File: src/design/sdaq_pkg.sv
// Shared types, constants and codes for the sorted deadline alarm queue.
package sdaq_pkg;

    localparam int NUM_SLOTS_DEF  = 16;
    localparam int TICK_WIDTH_DEF = 32;
    localparam int RATE_W         = 14;
    localparam int SLOT_W         = 4;
    localparam int MS_W           = 32;
    localparam int MUL_W          = MS_W + RATE_W;
    localparam int RECIP_W        = 29;
    localparam int RECIP_SH       = 38;

    localparam logic [RATE_W-1:0]  RATE_RESET = 14'd1000;
    localparam logic [RECIP_W-1:0] MS_RECIP   = 29'd274877907;
    localparam logic [9:0]         HALF_SEC   = 10'd500;
    localparam logic [MUL_W:0]     NS_LIMIT   = 47'd1000000000;

    localparam logic CMD_SET    = 1'b0;
    localparam logic CMD_TICK   = 1'b1;
    localparam logic KIND_REPLY = 1'b0;
    localparam logic KIND_FIRE  = 1'b1;

    typedef struct packed {
        logic              command;
        logic [SLOT_W-1:0] slot_id;
        logic [MS_W-1:0]   delay_ms;
    } in_item_t;

    typedef struct packed {
        logic              kind;
        logic [SLOT_W-1:0] slot_out;
        logic [MS_W-1:0]   remaining_ms;
        logic              last;
    } out_item_t;

    typedef struct packed {
        logic latch_in;
        logic tick_inc;
        logic rd_slot;
        logic mul_load;
        logic mul_sel_q;
        logic old_clear;
        logic old_load;
        logic div_old;
        logic div_ms;
        logic div_tk;
        logic tdel_load_div;
        logic tdel_load_mul;
        logic wr_dl;
        logic idx_clear;
        logic idx_inc;
        logic remove;
        logic insert;
        logic pop;
        logic load_reply;
        logic load_fire;
        logic fire_last;
    } dp_cmd_t;

    typedef struct packed {
        logic bad_slot;
        logic old_live;
        logic delay_zero;
        logic long_path;
        logic div_done;
        logic scan_end;
        logic scan_hit;
        logic ins_stop;
        logic queue_full;
        logic head_due;
    } dp_status_t;

endpackage

File: src/design/sdaq_div.sv
// Restoring serial divider, one quotient bit per cycle.
module sdaq_div import sdaq_pkg::*; #(
    parameter int ND = 47
) (
    input  logic              clk,
    input  logic              rst_n,
    input  logic              start,
    input  logic [ND-1:0]     numer,
    input  logic [RATE_W-1:0] denom,
    output logic              done,
    output logic [ND-1:0]     quotient
);

    localparam int CW = $clog2(ND + 1);

    logic [CW-1:0]     cnt_reg, cnt_next;
    logic              busy_reg, busy_next;
    logic              done_reg, done_next;
    logic [RATE_W:0]   rem_reg, rem_next;
    logic [ND-1:0]     quo_reg, quo_next;
    logic [RATE_W-1:0] den_reg, den_next;
    logic [RATE_W:0]   rem_sh;
    logic [RATE_W:0]   diff;

    always_comb
    begin
        rem_sh    = {rem_reg[RATE_W-1:0], quo_reg[ND-1]};
        diff      = rem_sh - {1'b0, den_reg};
        cnt_next  = cnt_reg;
        busy_next = busy_reg;
        done_next = 1'b0;
        rem_next  = rem_reg;
        quo_next  = quo_reg;
        den_next  = den_reg;
        if (start)
        begin
            cnt_next  = '0;
            busy_next = 1'b1;
            rem_next  = '0;
            quo_next  = numer;
            den_next  = denom;
        end
        else if (busy_reg)
        begin
            if (rem_sh >= {1'b0, den_reg})
            begin
                rem_next = diff;
                quo_next = {quo_reg[ND-2:0], 1'b1};
            end
            else
            begin
                rem_next = rem_sh;
                quo_next = {quo_reg[ND-2:0], 1'b0};
            end
            cnt_next = cnt_reg + 1'b1;
            if (cnt_reg == CW'(ND - 1))
            begin
                busy_next = 1'b0;
                done_next = 1'b1;
            end
        end
    end

    always_ff @(posedge clk or negedge rst_n)
    begin
        if (!rst_n)
        begin
            cnt_reg  <= '0;
            busy_reg <= 1'b0;
            done_reg <= 1'b0;
        end
        else
        begin
            cnt_reg  <= cnt_next;
            busy_reg <= busy_next;
            done_reg <= done_next;
        end
    end

    always_ff @(posedge clk)
    begin
        rem_reg <= rem_next;
        quo_reg <= quo_next;
        den_reg <= den_next;
    end

    assign done     = done_reg;
    assign quotient = quo_reg;

endmodule

File: src/design/sdaq_datapath.sv
// Datapath: tick counter, deadlines, sorted slot list, arithmetic and result register.
module sdaq_datapath import sdaq_pkg::*; #(
    parameter int NUM_SLOTS  = NUM_SLOTS_DEF,
    parameter int TICK_WIDTH = TICK_WIDTH_DEF
) (
    input  logic              clk,
    input  logic              rst_n,
    input  in_item_t          in_data,
    input  logic              cfg_we,
    input  logic [RATE_W-1:0] cfg_data,
    input  dp_cmd_t           cmd,
    output dp_status_t        status,
    output out_item_t         out_data
);

    localparam int W  = TICK_WIDTH;
    localparam int SW = $clog2(NUM_SLOTS);
    localparam int LW = $clog2(NUM_SLOTS + 1);
    localparam int ND = (W + 10 > MUL_W + 1) ? W + 10 : MUL_W + 1;
    localparam int PW = MS_W + RECIP_W;
    localparam logic [ND-1:0] TMAX = {{(ND - W + 1){1'b0}}, {(W - 1){1'b1}}};

    in_item_t          item_reg;
    logic [RATE_W-1:0] rate_reg;
    logic [W-1:0]      tick_reg;
    logic [W-1:0]      dl_reg [NUM_SLOTS];
    logic [SW-1:0]     order_reg [NUM_SLOTS];
    logic [LW-1:0]     len_reg;
    logic [LW-1:0]     idx_reg;
    logic [MUL_W-1:0]  mul_reg;
    logic [MS_W-1:0]   old_reg;
    logic [ND-1:0]     tdel_reg;
    logic [W-1:0]      when_reg;
    logic [SW-1:0]     held_reg;
    logic [MS_W-1:0]   q1k_reg;
    out_item_t         out_reg;

    logic [RATE_W-1:0] hz;
    logic              bad;
    logic [SW-1:0]     slot_idx;
    logic [SW-1:0]     idx_rd;
    logic [SW-1:0]     rd_addr;
    logic [W-1:0]      rd_dl;
    logic [W-1:0]      remain;
    logic [ND-1:0]     remain_x;
    logic [MS_W-1:0]   mul_a;
    logic [MUL_W-1:0]  mul_p;
    logic [MS_W-1:0]   q1k_in;
    logic [PW-1:0]     q1k_prod;
    logic              div_start;
    logic [ND-1:0]     div_numer;
    logic [RATE_W-1:0] div_den;
    logic              div_done;
    logic [ND-1:0]     div_quo;
    logic [W-1:0]      tsat;
    logic [W-1:0]      when_sum;
    logic [W-1:0]      when_calc;
    logic [W-1:0]      dl_wdata;

    assign hz       = (rate_reg == '0) ? RATE_W'(1) : rate_reg;
    assign bad      = (32'(item_reg.slot_id) >= NUM_SLOTS);
    assign slot_idx = bad ? '0 : SW'(item_reg.slot_id);
    assign idx_rd   = (32'(idx_reg) < NUM_SLOTS) ? idx_reg[SW-1:0] : '0;
    assign rd_addr  = cmd.rd_slot ? slot_idx : order_reg[idx_rd];
    assign rd_dl    = dl_reg[rd_addr];
    assign remain   = rd_dl - tick_reg;
    assign remain_x = ND'(remain);
    assign mul_a    = cmd.mul_sel_q ? q1k_reg : item_reg.delay_ms;
    assign mul_p    = MUL_W'(mul_a) * MUL_W'(hz);

    // Division by 1000 of a value below 2^32 by reciprocal multiplication.
    // The rounded short-path numerator stays below 2^31 by construction.
    assign q1k_in   = cmd.div_ms ? item_reg.delay_ms : MS_W'(mul_reg) + MS_W'(HALF_SEC);
    assign q1k_prod = PW'(q1k_in) * PW'(MS_RECIP);

    assign div_start = cmd.div_old;
    assign div_numer = (remain_x << 10) - (remain_x << 4) - (remain_x << 3);
    assign div_den   = hz;

    sdaq_div #(.ND(ND)) u_div (
        .clk      (clk),
        .rst_n    (rst_n),
        .start    (div_start),
        .numer    (div_numer),
        .denom    (div_den),
        .done     (div_done),
        .quotient (div_quo)
    );

    assign tsat      = (tdel_reg > TMAX) ? TMAX[W-1:0] : tdel_reg[W-1:0];
    assign when_sum  = tick_reg + tsat;
    assign when_calc = (when_sum == '0) ? W'(1) : when_sum;
    assign dl_wdata  = (item_reg.delay_ms == '0) ? '0 : when_calc;

    always_comb
    begin
        status.bad_slot   = bad;
        status.old_live   = (rd_dl != '0) && (tick_reg - rd_dl) >> (W - 1) != '0;
        status.delay_zero = (item_reg.delay_ms == '0);
        status.long_path  = ((MUL_W + 1)'(mul_reg) + (MUL_W + 1)'(hz)) > NS_LIMIT;
        status.div_done   = div_done;
        status.scan_end   = (idx_reg == len_reg);
        status.scan_hit   = (order_reg[idx_rd] == slot_idx);
        status.ins_stop   = ((rd_dl - when_reg) >> (W - 1)) == '0;
        status.queue_full = (32'(len_reg) >= NUM_SLOTS);
        status.head_due   = (len_reg != '0) && (((tick_reg - rd_dl) >> (W - 1)) == '0);
    end

    always_ff @(posedge clk or negedge rst_n)
    begin
        if (!rst_n)
        begin
            rate_reg <= RATE_RESET;
            tick_reg <= '0;
            len_reg  <= '0;
            idx_reg  <= '0;
            for (int k = 0; k < NUM_SLOTS; k++)
            begin
                dl_reg[k] <= '0;
            end
        end
        else
        begin
            if (cfg_we)
            begin
                rate_reg <= cfg_data;
            end
            if (cmd.tick_inc)
            begin
                tick_reg <= tick_reg + 1'b1;
            end
            if (cmd.idx_clear)
            begin
                idx_reg <= '0;
            end
            else if (cmd.idx_inc)
            begin
                idx_reg <= idx_reg + 1'b1;
            end
            if (cmd.remove || cmd.pop)
            begin
                len_reg <= len_reg - 1'b1;
            end
            else if (cmd.insert)
            begin
                len_reg <= len_reg + 1'b1;
            end
            for (int k = 0; k < NUM_SLOTS; k++)
            begin
                if (cmd.wr_dl && SW'(k) == slot_idx)
                begin
                    dl_reg[k] <= dl_wdata;
                end
                else if (cmd.pop && SW'(k) == order_reg[idx_rd])
                begin
                    dl_reg[k] <= '0;
                end
            end
        end
    end

    always_ff @(posedge clk)
    begin
        if (cmd.latch_in)
        begin
            item_reg <= in_data;
        end
        if (cmd.mul_load)
        begin
            mul_reg <= mul_p;
        end
        if (cmd.div_ms || cmd.div_tk)
        begin
            q1k_reg <= MS_W'(q1k_prod >> RECIP_SH);
        end
        if (cmd.old_clear)
        begin
            old_reg <= '0;
        end
        else if (cmd.old_load)
        begin
            old_reg <= (div_quo > ND'({MS_W{1'b1}})) ? {MS_W{1'b1}} : div_quo[MS_W-1:0];
        end
        if (cmd.tdel_load_div)
        begin
            tdel_reg <= ND'(q1k_reg);
        end
        else if (cmd.tdel_load_mul)
        begin
            tdel_reg <= ND'(mul_reg);
        end
        if (cmd.wr_dl)
        begin
            when_reg <= when_calc;
        end
        if (cmd.pop)
        begin
            held_reg <= order_reg[idx_rd];
        end
        for (int j = 0; j < NUM_SLOTS; j++)
        begin
            if (cmd.remove || cmd.pop)
            begin
                if (j < NUM_SLOTS - 1 && LW'(j) >= idx_reg)
                begin
                    order_reg[j] <= order_reg[(j + 1) % NUM_SLOTS];
                end
            end
            else if (cmd.insert)
            begin
                if (LW'(j) == idx_reg)
                begin
                    order_reg[j] <= slot_idx;
                end
                else if (j > 0 && LW'(j) > idx_reg)
                begin
                    order_reg[j] <= order_reg[(j + NUM_SLOTS - 1) % NUM_SLOTS];
                end
            end
        end
        if (cmd.load_reply)
        begin
            out_reg.kind         <= KIND_REPLY;
            out_reg.slot_out     <= item_reg.slot_id;
            out_reg.remaining_ms <= old_reg;
            out_reg.last         <= 1'b1;
        end
        else if (cmd.load_fire)
        begin
            out_reg.kind         <= KIND_FIRE;
            out_reg.slot_out     <= SLOT_W'(held_reg);
            out_reg.remaining_ms <= '0;
            out_reg.last         <= cmd.fire_last;
        end
    end

    assign out_data = out_reg;

endmodule

File: src/design/sdaq_ctrl.sv
// Controller state machine that sequences set and tick commands.
module sdaq_ctrl import sdaq_pkg::*; (
    input  logic       clk,
    input  logic       rst_n,
    input  logic       in_valid,
    input  logic       in_command,
    output logic       in_ready,
    output logic       out_valid,
    input  logic       out_ready,
    input  dp_status_t status,
    output dp_cmd_t    cmd
);

    typedef enum logic [3:0] {
        IDLE, S_CHK, S_OLDW, S_MS, S_MSA, S_MSC, S_MSB, S_WHEN,
        S_RM, S_INS, S_REPLY, T_CHK, T_NEXT
    } state_t;

    state_t state_reg, state_next;
    logic   out_valid_reg, out_valid_next;
    logic   out_free;

    assign out_free = !out_valid_reg || out_ready;

    always_comb
    begin
        cmd            = '0;
        in_ready       = 1'b0;
        state_next     = state_reg;
        out_valid_next = out_valid_reg && !out_ready;
        case (state_reg)
            IDLE:
            begin
                in_ready = 1'b1;
                if (in_valid)
                begin
                    cmd.latch_in  = 1'b1;
                    cmd.idx_clear = 1'b1;
                    if (in_command == CMD_TICK)
                    begin
                        cmd.tick_inc = 1'b1;
                        state_next   = T_CHK;
                    end
                    else
                    begin
                        state_next = S_CHK;
                    end
                end
            end
            S_CHK:
            begin
                cmd.rd_slot   = 1'b1;
                cmd.mul_load  = 1'b1;
                cmd.old_clear = 1'b1;
                if (status.bad_slot)
                begin
                    state_next = S_REPLY;
                end
                else if (status.old_live)
                begin
                    cmd.div_old = 1'b1;
                    state_next  = S_OLDW;
                end
                else
                begin
                    state_next = S_MS;
                end
            end
            S_OLDW:
            begin
                if (status.div_done)
                begin
                    cmd.old_load = 1'b1;
                    state_next   = S_MS;
                end
            end
            S_MS:
            begin
                if (status.delay_zero)
                begin
                    cmd.wr_dl  = 1'b1;
                    state_next = S_RM;
                end
                else if (status.long_path)
                begin
                    cmd.div_ms = 1'b1;
                    state_next = S_MSA;
                end
                else
                begin
                    cmd.div_tk = 1'b1;
                    state_next = S_MSB;
                end
            end
            S_MSA:
            begin
                cmd.mul_load  = 1'b1;
                cmd.mul_sel_q = 1'b1;
                state_next    = S_MSC;
            end
            S_MSC:
            begin
                cmd.tdel_load_mul = 1'b1;
                state_next        = S_WHEN;
            end
            S_MSB:
            begin
                cmd.tdel_load_div = 1'b1;
                state_next        = S_WHEN;
            end
            S_WHEN:
            begin
                cmd.wr_dl  = 1'b1;
                state_next = S_RM;
            end
            S_RM:
            begin
                if (status.scan_end || status.scan_hit)
                begin
                    cmd.remove    = !status.scan_end;
                    cmd.idx_clear = 1'b1;
                    state_next    = status.delay_zero ? S_REPLY : S_INS;
                end
                else
                begin
                    cmd.idx_inc = 1'b1;
                end
            end
            S_INS:
            begin
                if (status.queue_full)
                begin
                    state_next = S_REPLY;
                end
                else if (status.scan_end || status.ins_stop)
                begin
                    cmd.insert = 1'b1;
                    state_next = S_REPLY;
                end
                else
                begin
                    cmd.idx_inc = 1'b1;
                end
            end
            S_REPLY:
            begin
                if (out_free)
                begin
                    cmd.load_reply = 1'b1;
                    out_valid_next = 1'b1;
                    state_next     = IDLE;
                end
            end
            T_CHK:
            begin
                if (status.head_due)
                begin
                    cmd.pop    = 1'b1;
                    state_next = T_NEXT;
                end
                else
                begin
                    state_next = IDLE;
                end
            end
            T_NEXT:
            begin
                if (out_free)
                begin
                    cmd.load_fire  = 1'b1;
                    cmd.fire_last  = !status.head_due;
                    out_valid_next = 1'b1;
                    if (status.head_due)
                    begin
                        cmd.pop = 1'b1;
                    end
                    else
                    begin
                        state_next = IDLE;
                    end
                end
            end
            default:
            begin
                state_next = IDLE;
            end
        endcase
    end

    always_ff @(posedge clk or negedge rst_n)
    begin
        if (!rst_n)
        begin
            state_reg     <= IDLE;
            out_valid_reg <= 1'b0;
        end
        else
        begin
            state_reg     <= state_next;
            out_valid_reg <= out_valid_next;
        end
    end

    assign out_valid = out_valid_reg;

endmodule

File: src/design/sorted_deadline_alarm_queue.sv
// Top level of the sorted deadline alarm queue.
//
//   channel   direction  handshake             payload
//   in        input      in_valid / in_ready   in_data   (in_item_t)
//   out       output     out_valid / out_ready out_data  (out_item_t)
//   cfg       input      cfg_we                cfg_data  (tick rate in Hz)
//
// A tick item advances the tick counter, then fires each due alarm from the list head as one result item.
// A set item with a valid slot scans the list once to remove its old entry and, for a
// nonzero delay, once to insert the new one, with one serial divider run if the old alarm is live.
// Reset clears the tick counter, all deadlines and the list length at once.
// A result held in the output register stalls only the next load into it.
module sorted_deadline_alarm_queue import sdaq_pkg::*; #(
    parameter int NUM_SLOTS  = NUM_SLOTS_DEF,
    parameter int TICK_WIDTH = TICK_WIDTH_DEF
) (
    input  logic              clk,
    input  logic              rst_n,
    input  logic              in_valid,
    output logic              in_ready,
    input  in_item_t          in_data,
    output logic              out_valid,
    input  logic              out_ready,
    output out_item_t         out_data,
    input  logic              cfg_we,
    input  logic [RATE_W-1:0] cfg_data
);

    dp_cmd_t    cmd;
    dp_status_t status;

    sdaq_ctrl u_ctrl (
        .clk        (clk),
        .rst_n      (rst_n),
        .in_valid   (in_valid),
        .in_command (in_data.command),
        .in_ready   (in_ready),
        .out_valid  (out_valid),
        .out_ready  (out_ready),
        .status     (status),
        .cmd        (cmd)
    );

    sdaq_datapath #(
        .NUM_SLOTS  (NUM_SLOTS),
        .TICK_WIDTH (TICK_WIDTH)
    ) u_dp (
        .clk      (clk),
        .rst_n    (rst_n),
        .in_data  (in_data),
        .cfg_we   (cfg_we),
        .cfg_data (cfg_data),
        .cmd      (cmd),
        .status   (status),
        .out_data (out_data)
    );

endmodule

File: config.mk
export PLATFORM = sky130hd
export DESIGN_NAME = sorted_deadline_alarm_queue
export DESIGN_NICKNAME = d
export VERILOG_FILES = /design/src/design/sdaq_pkg.sv /design/src/design/sdaq_div.sv /design/src/design/sdaq_datapath.sv /design/src/design/sdaq_ctrl.sv /design/src/design/sorted_deadline_alarm_queue.sv
export SDC_FILE = /design/constraint.sdc
export NUM_CORES = 2
export LEC_CHECK = 0
export BUFFER_PORTS_ARGS = -buffer_cell sky130_fd_sc_hd__buf_4
export CAP_MARGIN = 20
export CORE_ASPECT_RATIO = 1.5
export CORE_UTILIZATION = 35
export DETAILED_ROUTE_END_ITERATION = 16
export GPL_ROUTABILITY_DRIVEN = 0
export PLACE_DENSITY = 0.5
export SKIP_CTS_REPAIR_TIMING = 1
export SLEW_MARGIN = 30
export SYNTH_ARGS = -nofsm -noshare
export SYNTH_HDL_FRONTEND = slang
export SYNTH_SLANG_ARGS = --single-unit
File: constraint.sdc
create_clock -name clk -period 17.6 [get_ports clk]
set_input_delay 1.76 -clock clk [delete_from_list [all_inputs] [get_ports clk]]
set_output_delay 1.76 -clock clk [all_outputs]
set_load 0.1 [all_outputs]
Yosys cells after proc, flatten, opt, wreduce, memory -nomap -nowiden
Memories as Yosys holds them, arrays and structs flattened. Cells that the tools add are included.

Register bits: 913. RAM bits: 64. Input bits: 56. Word-level logic and storage cells: 607. Memories: 1.

Add/subtract/negate cells: 14. $mul: 2. Order comparisons: 37. Eq/ne operators: 67. Mux-type cells: 333. Bitwise logic cells: 31. Reductions and logical operators: 80.

Memories: u_dp.order_reg (words 16, bits a word 4, read ports 17, clocked after Yosys merged registers in 0, wr ports 16, RTL line sdaq_datapath.sv:27) `logic [SW-1:0] order_reg [NUM_SLOTS];`.

Operator list (number): 32-bit two-way mux (41); 1-bit two-way mux (222); 4-bit two-way mux (43); 32-bit binary-select mux with 4-bit select (1); 32-bit zero test (4); 32-bit subtractor (3); 47-bit two-way mux (2); 37-bit two-way mux (2); 4-bit == test (first input constant) (16); 32-bit by 29-bit multiplier with 61-bit output (second input constant) (1); 4-bit one-hot mux with 12 select lines (1); 46-bit by 14-bit adder with 47-bit output (1); 47-bit by 30-bit greater-than comparator with 1-bit output (second input constant) (1); 47-bit by 32-bit greater-than comparator with 1-bit output (second input constant) (1); 47-bit by 35-bit subtractor with 47-bit output (1); 46-bit by 31-bit greater-than comparator with 1-bit output (second input constant) (1); 32-bit by 14-bit multiplier with 46-bit output (1); 42-bit by 36-bit subtractor with 43-bit output (1); 2-bit nonzero test (21); 4-bit by 5-bit == test with 1-bit output (first input constant) (8); 4-bit by 5-bit greater-than comparator with 1-bit output (first input constant) (8); 4-bit by 5-bit greater-or-equal comparator with 1-bit output (first input constant) (7); 1-bit logical AND (35); 32-bit by 1-bit adder with 32-bit output (second input constant) (1); other kinds (48) (141).

Depth between registers and ports, before layout
An unclocked memory read counts as a cell.

Depth in word-level cells: 19. Depth in mapped cells: 52.

By module
From an unflattened synthesis, not the netlist that was laid out.

Cells, all modules: 8400. Area, all modules: 82111.3 sq um.

Modules (own cells, without submodules): sdaq_datapath (times used 1, cells each 7985, area an instance 77336.7 sq um, seq. area each 23379.9 sq um); sdaq_div (times used 1, cells each 324, area an instance 4126.5 sq um, seq. area each 2312.2 sq um); sdaq_ctrl (times used 1, cells each 91, area an instance 648.1 sq um, seq. area each 125.1 sq um).

Worst setup path after synthesis
No wires, ideal clock.

Path type: register to register. Start point: reg u_dp.rate_reg[4]. End point: reg u_dp.q1k_reg[19], data pin. Setup time: 258 ps. Data arrival time: 11942 ps. Data required time: 17342 ps. Setup slack: 5400 ps. Cell stages (with the launch flop): 51. Cells stage by stage: dfrtp_1 clkbuf_1 nor4_1 a41oi_1 inv_1 clkbuf_1 ha_1 inv_1 fa_1 nor2b_1 o21ai_0 a21boi_0 o41a_1 o21ai_1 a2111oi_1 mux2i_1 a31o_2 nand3_1 [... 15 more ...] inv_1 fa_1 inv_1 fa_1 inv_1 ha_1 a21o_1 a21o_1 a21oi_1 o211ai_1 a31oi_1 o311ai_0 nand2_1 a211o_1 o21ai_0 a21o_1 a21oi_1 xnor2_1.

Cells in the longest elaborated chain, start to end: 9.

Ends and longest elaborated chain: start, declared (RTL line sdaq_datapath.sv:24) `logic [RATE_W-1:0] rate_reg;`; start signal, assigned (RTL line sdaq_datapath.sv:126) `rate_reg <= cfg_data;`; 14-bit zero test (RTL line sdaq_datapath.sv:60) `assign hz = (rate_reg == '0) ? RATE_W'(1) : rate_reg;`; 14-bit two-way mux (RTL line sdaq_datapath.sv:60); net u_dp.div_den[0] (RTL line sdaq_datapath.sv:52) `logic [RATE_W-1:0] div_den;`; 46-bit by 14-bit adder with 47-bit output (RTL line sdaq_datapath.sv:100) `status.long_path = ((MUL_W + 1)'(mul_reg) + (MUL_W + 1)'(hz)) > NS_LIMIT;`; 47-bit by 30-bit greater-than comparator with 1-bit output (RTL line sdaq_datapath.sv:100); 1-bit two-way mux (RTL line sdaq_ctrl.sv:84) `else if (status.long_path)`; 2-bit two-way mux (RTL line sdaq_ctrl.sv:79) `if (status.delay_zero)`; 2-bit two-way mux (RTL line sdaq_ctrl.sv:31) `case (state_reg)`; 32-bit two-way mux (RTL line sdaq_datapath.sv:73) `assign q1k_in = cmd.div_ms ? item_reg.delay_ms : MS_W'(mul_reg) + MS_W'(HALF_SEC);`; 32-bit by 29-bit multiplier with 61-bit output (RTL line sdaq_datapath.sv:74) `assign q1k_prod = PW'(q1k_in) * PW'(MS_RECIP);`; net u_dp.q1k_prod[57] (RTL line sdaq_datapath.sv:49) `logic [PW-1:0] q1k_prod;`; end signal, assigned (RTL line sdaq_datapath.sv:174) `q1k_reg <= MS_W'(q1k_prod >> RECIP_SH);`; end, declared (RTL line sdaq_datapath.sv:35) `logic [MS_W-1:0] q1k_reg;`.

The timed path passes the listed nets, and every way through them passes these cells. A chain may end at the register's enable or synchronous reset.

Final worst setup path
Start point: reg u_dp.rate_reg[4]. End point: reg u_dp.q1k_reg[22], data pin.

Cells in the longest elaborated chain, start to end: 9.

Ends and longest elaborated chain (RTL line): 14-bit zero test (sdaq_datapath.sv:60); 14-bit two-way mux * (sdaq_datapath.sv:60); 46-bit by 14-bit adder with 47-bit output * (sdaq_datapath.sv:100); 47-bit by 30-bit greater-than comparator with 1-bit output * (sdaq_datapath.sv:100); 1-bit two-way mux * (sdaq_ctrl.sv:84); 2-bit two-way mux * (sdaq_ctrl.sv:79); 2-bit two-way mux * (sdaq_ctrl.sv:31); 32-bit two-way mux * (sdaq_datapath.sv:73); 32-bit by 29-bit multiplier with 61-bit output * (sdaq_datapath.sv:74); net u_dp.q1k_prod[60] (sdaq_datapath.sv:49).

Mark *: on every way through the listed nets, which the timed path passes. The rest lies on a longest branch.

==> run metrics <==
largest net degree at the start of global routing=between 150 and 200; WHS=between 0.4 and 0.5 ns; root cell of the clock tree=clkbuf_16; Post-Syn Area=just over 80,000 um^2; first-pass GRT wire length=between 400 and 500 mm; die area=between 200,000 and 250,000 um^2; register area share after synthesis=31.21%; Synth Net Count=approximately 9,500; Bufs on Longest Clock Path=3; total negative slack=0 ns; crit-path leading delay family=adder cells; Die H=~600 um; I/O Buffers=95; outcome=complete, no violations; Critical Setup Path Class=reg -> reg; headroom to the max-slew limit=between 20% and 30%; Worst Hold Class=reg -> reg; WP data required=approximately 18 ns; wire per inst=25.29 um; crit path to=u_dp.q1k_reg[22]; Total GRT Usage=a little under a quarter; max incr delay on CP=approximately 0.84 ns; unrepaired setup endpoints after global routing=no; Core Area=235,100 um^2; setup slack, reg-to-reg=approximately 3.0 ns; most used flip-flop cell after synthesis=dfrtp_1; Syn-to-layout area delta=9.747%; CP Launch Point=u_dp.rate_reg[4]; Ports=between 90 and 100; Worst-Skew Late Latency=approximately 0.77 ns; Detailed Route Iter0 Violations=4,191; Max Cap Viol=0; Avg Cell Area, Syn=between 10 and 15 um^2; r2r worst-path depth=48; CTS tree=yes; fillers=around 23,000; Min Clock Period, post-route=between 10 and 15 ns; Worst Path Max Fanout=between 60 and 70; WP data arrival=around 15 ns; layout cells sized above 1=around a tenth; initial antenna violation count=8; clk_skew=around 0.07 ns; most numerous cell in the Yosys netlist=inv_1; clock sinks=a little under 1,000; # DRC=0; Vias/cell=5.570; number of flip-flops under the largest register name=~500; fmax=68.41 MHz; Post-synth ARST share=between 50% and 60%; hpwl dp=approximately 210 mm; Unique masters post-synth=roughly 110; max-slew violations=0; top cell type's share of synthesized area=17.39%; drt pass-1 iters=5; final setup vio count=0; number of global-route vias before repair=around 65,000; Worst setup SP type=register; Syn. warnings=0; Post-Synthesis Cells=a little over 8,000; cell taking the most area after synthesis=dfrtp_1; drt total wl=between 200 and 300 mm; initial core utilization=a little over a third; H-tree levels=3; largest cells by area after synthesis=dfrtp_1 17%, fa_1 16%, edfxtp_1 12%, ha_1 11%, a22o_1 5.3%; nature of the critical path endpoint=register; Hold Vio Cnt, Final=0; cts bufs inserted=107; Overflow after GRT=0; row count=218; reg2reg start=u_dp.rate_reg[4]; crit share post-route=83.05%; Worst path depth=48; WHS Path Cells=2; via count=62,020; Worst-Margin Slew=1.049 ns; CTS clk-pin slew, worst paths=around 0.07 ns; Nets=~9,400; FF-to-FF End=u_dp.q1k_reg[22]; number of synthesized flops with an enable pin=between 300 and 400; Critical path buffers and inverters=10; Synth top cells by count=996 x inv_1, 713 x ha_1, 674 x nand2_1; Synth Register Bits=977; CP max stage cell=and2_4; DIE WIDTH=between 300 and 400 um; antenna-violating nets left=0
## how the worst min path moves through the flow
stage	from	to
floorplan	u_dp.tdel_reg[45]	u_dp.tdel_reg[45]
global placement	u_dp.tdel_reg[33]	u_dp.tdel_reg[33]
detailed placement	u_dp.tdel_reg[41]	u_dp.tdel_reg[41]
CTS	u_dp.tdel_reg[43]	u_dp.tdel_reg[43]
global route	u_dp.tdel_reg[39]	u_dp.tdel_reg[39]
finish	u_dp.tdel_reg[41]	u_dp.tdel_reg[41]
## stage by stage
stage | cells | cell area, um^2 | setup WS, ns | utilization, %
floorplan | 8042 | 82730 | 5.400 | -
global placement | 10920 | 87090 | 2.927 | 37.04
detailed placement | 10920 | 87170 | 2.866 | 37.07
CTS | 11130 | 90720 | 2.849 | 38.58
global route | 11130 | 90790 | 2.303 | 38.61
finish | 11130 | 90800 | 2.983 | 38.62
## tightest hold or removal path, stage by stage (launching register included)
cell,delay (ns)
dfxtp_1,0.31
nand2_1,0.05
a21oi_1,0.05
## layer usage
metal	global-route usage (%)	wire (um)	vias to the layer above	part of all wire, %
li1	-	-	27810	-
met4	12.01	16350	0	5.8
met2	42.69	145800	1834	52
met5	0	0	-	0
met1	26.99	107000	31810	38
met3	2.765	12400	569	4.4
## area by class of cell
type,count,area [um^2],area share (%)
diodes,4,10.01,0.01102
clock buffers,155,3008,3.313
clock inverters,49,539.3,0.5939
inverters,997,3742,4.122
multi-input cells,5625,51890,57.15
flip-flops and latches,977,25820,28.43
well taps,3080,3854,4.244
repair buffers,247,1939,2.136
## cell families after synthesis
logic type / count (synthesis) / synth area share [%]
AOI/OAI and AO/OA: 1615 / 14.63
xor gates and xnor gates: 290 / 3.070
adders and majority gates: 1373 / 26.75
buffers and inverters: 1440 / 6.754
DFF: 977 / 31.21
muxes: 408 / 6.039
and+or+nand+nor: 1939 / 11.55
## placed cells by master, fill, tap and decap left out, drive strengths merged, types with 116 or more instances in the layout
cell and n:
mux2 159, o21ai 193, a22o 499, mux2i 192
a21oi 260, edfxtp 334, dfrtp 575, nand2 674
nor2 315, fa 660, nand3 154, ha 713
nor3 116, xnor2 194, buf 247, inv 1005
a21o 150, and2 218, clkbuf 155
Power is not shown: default switching activity piles up to over one toggle a cycle in this logic, so the estimate is an artifact.
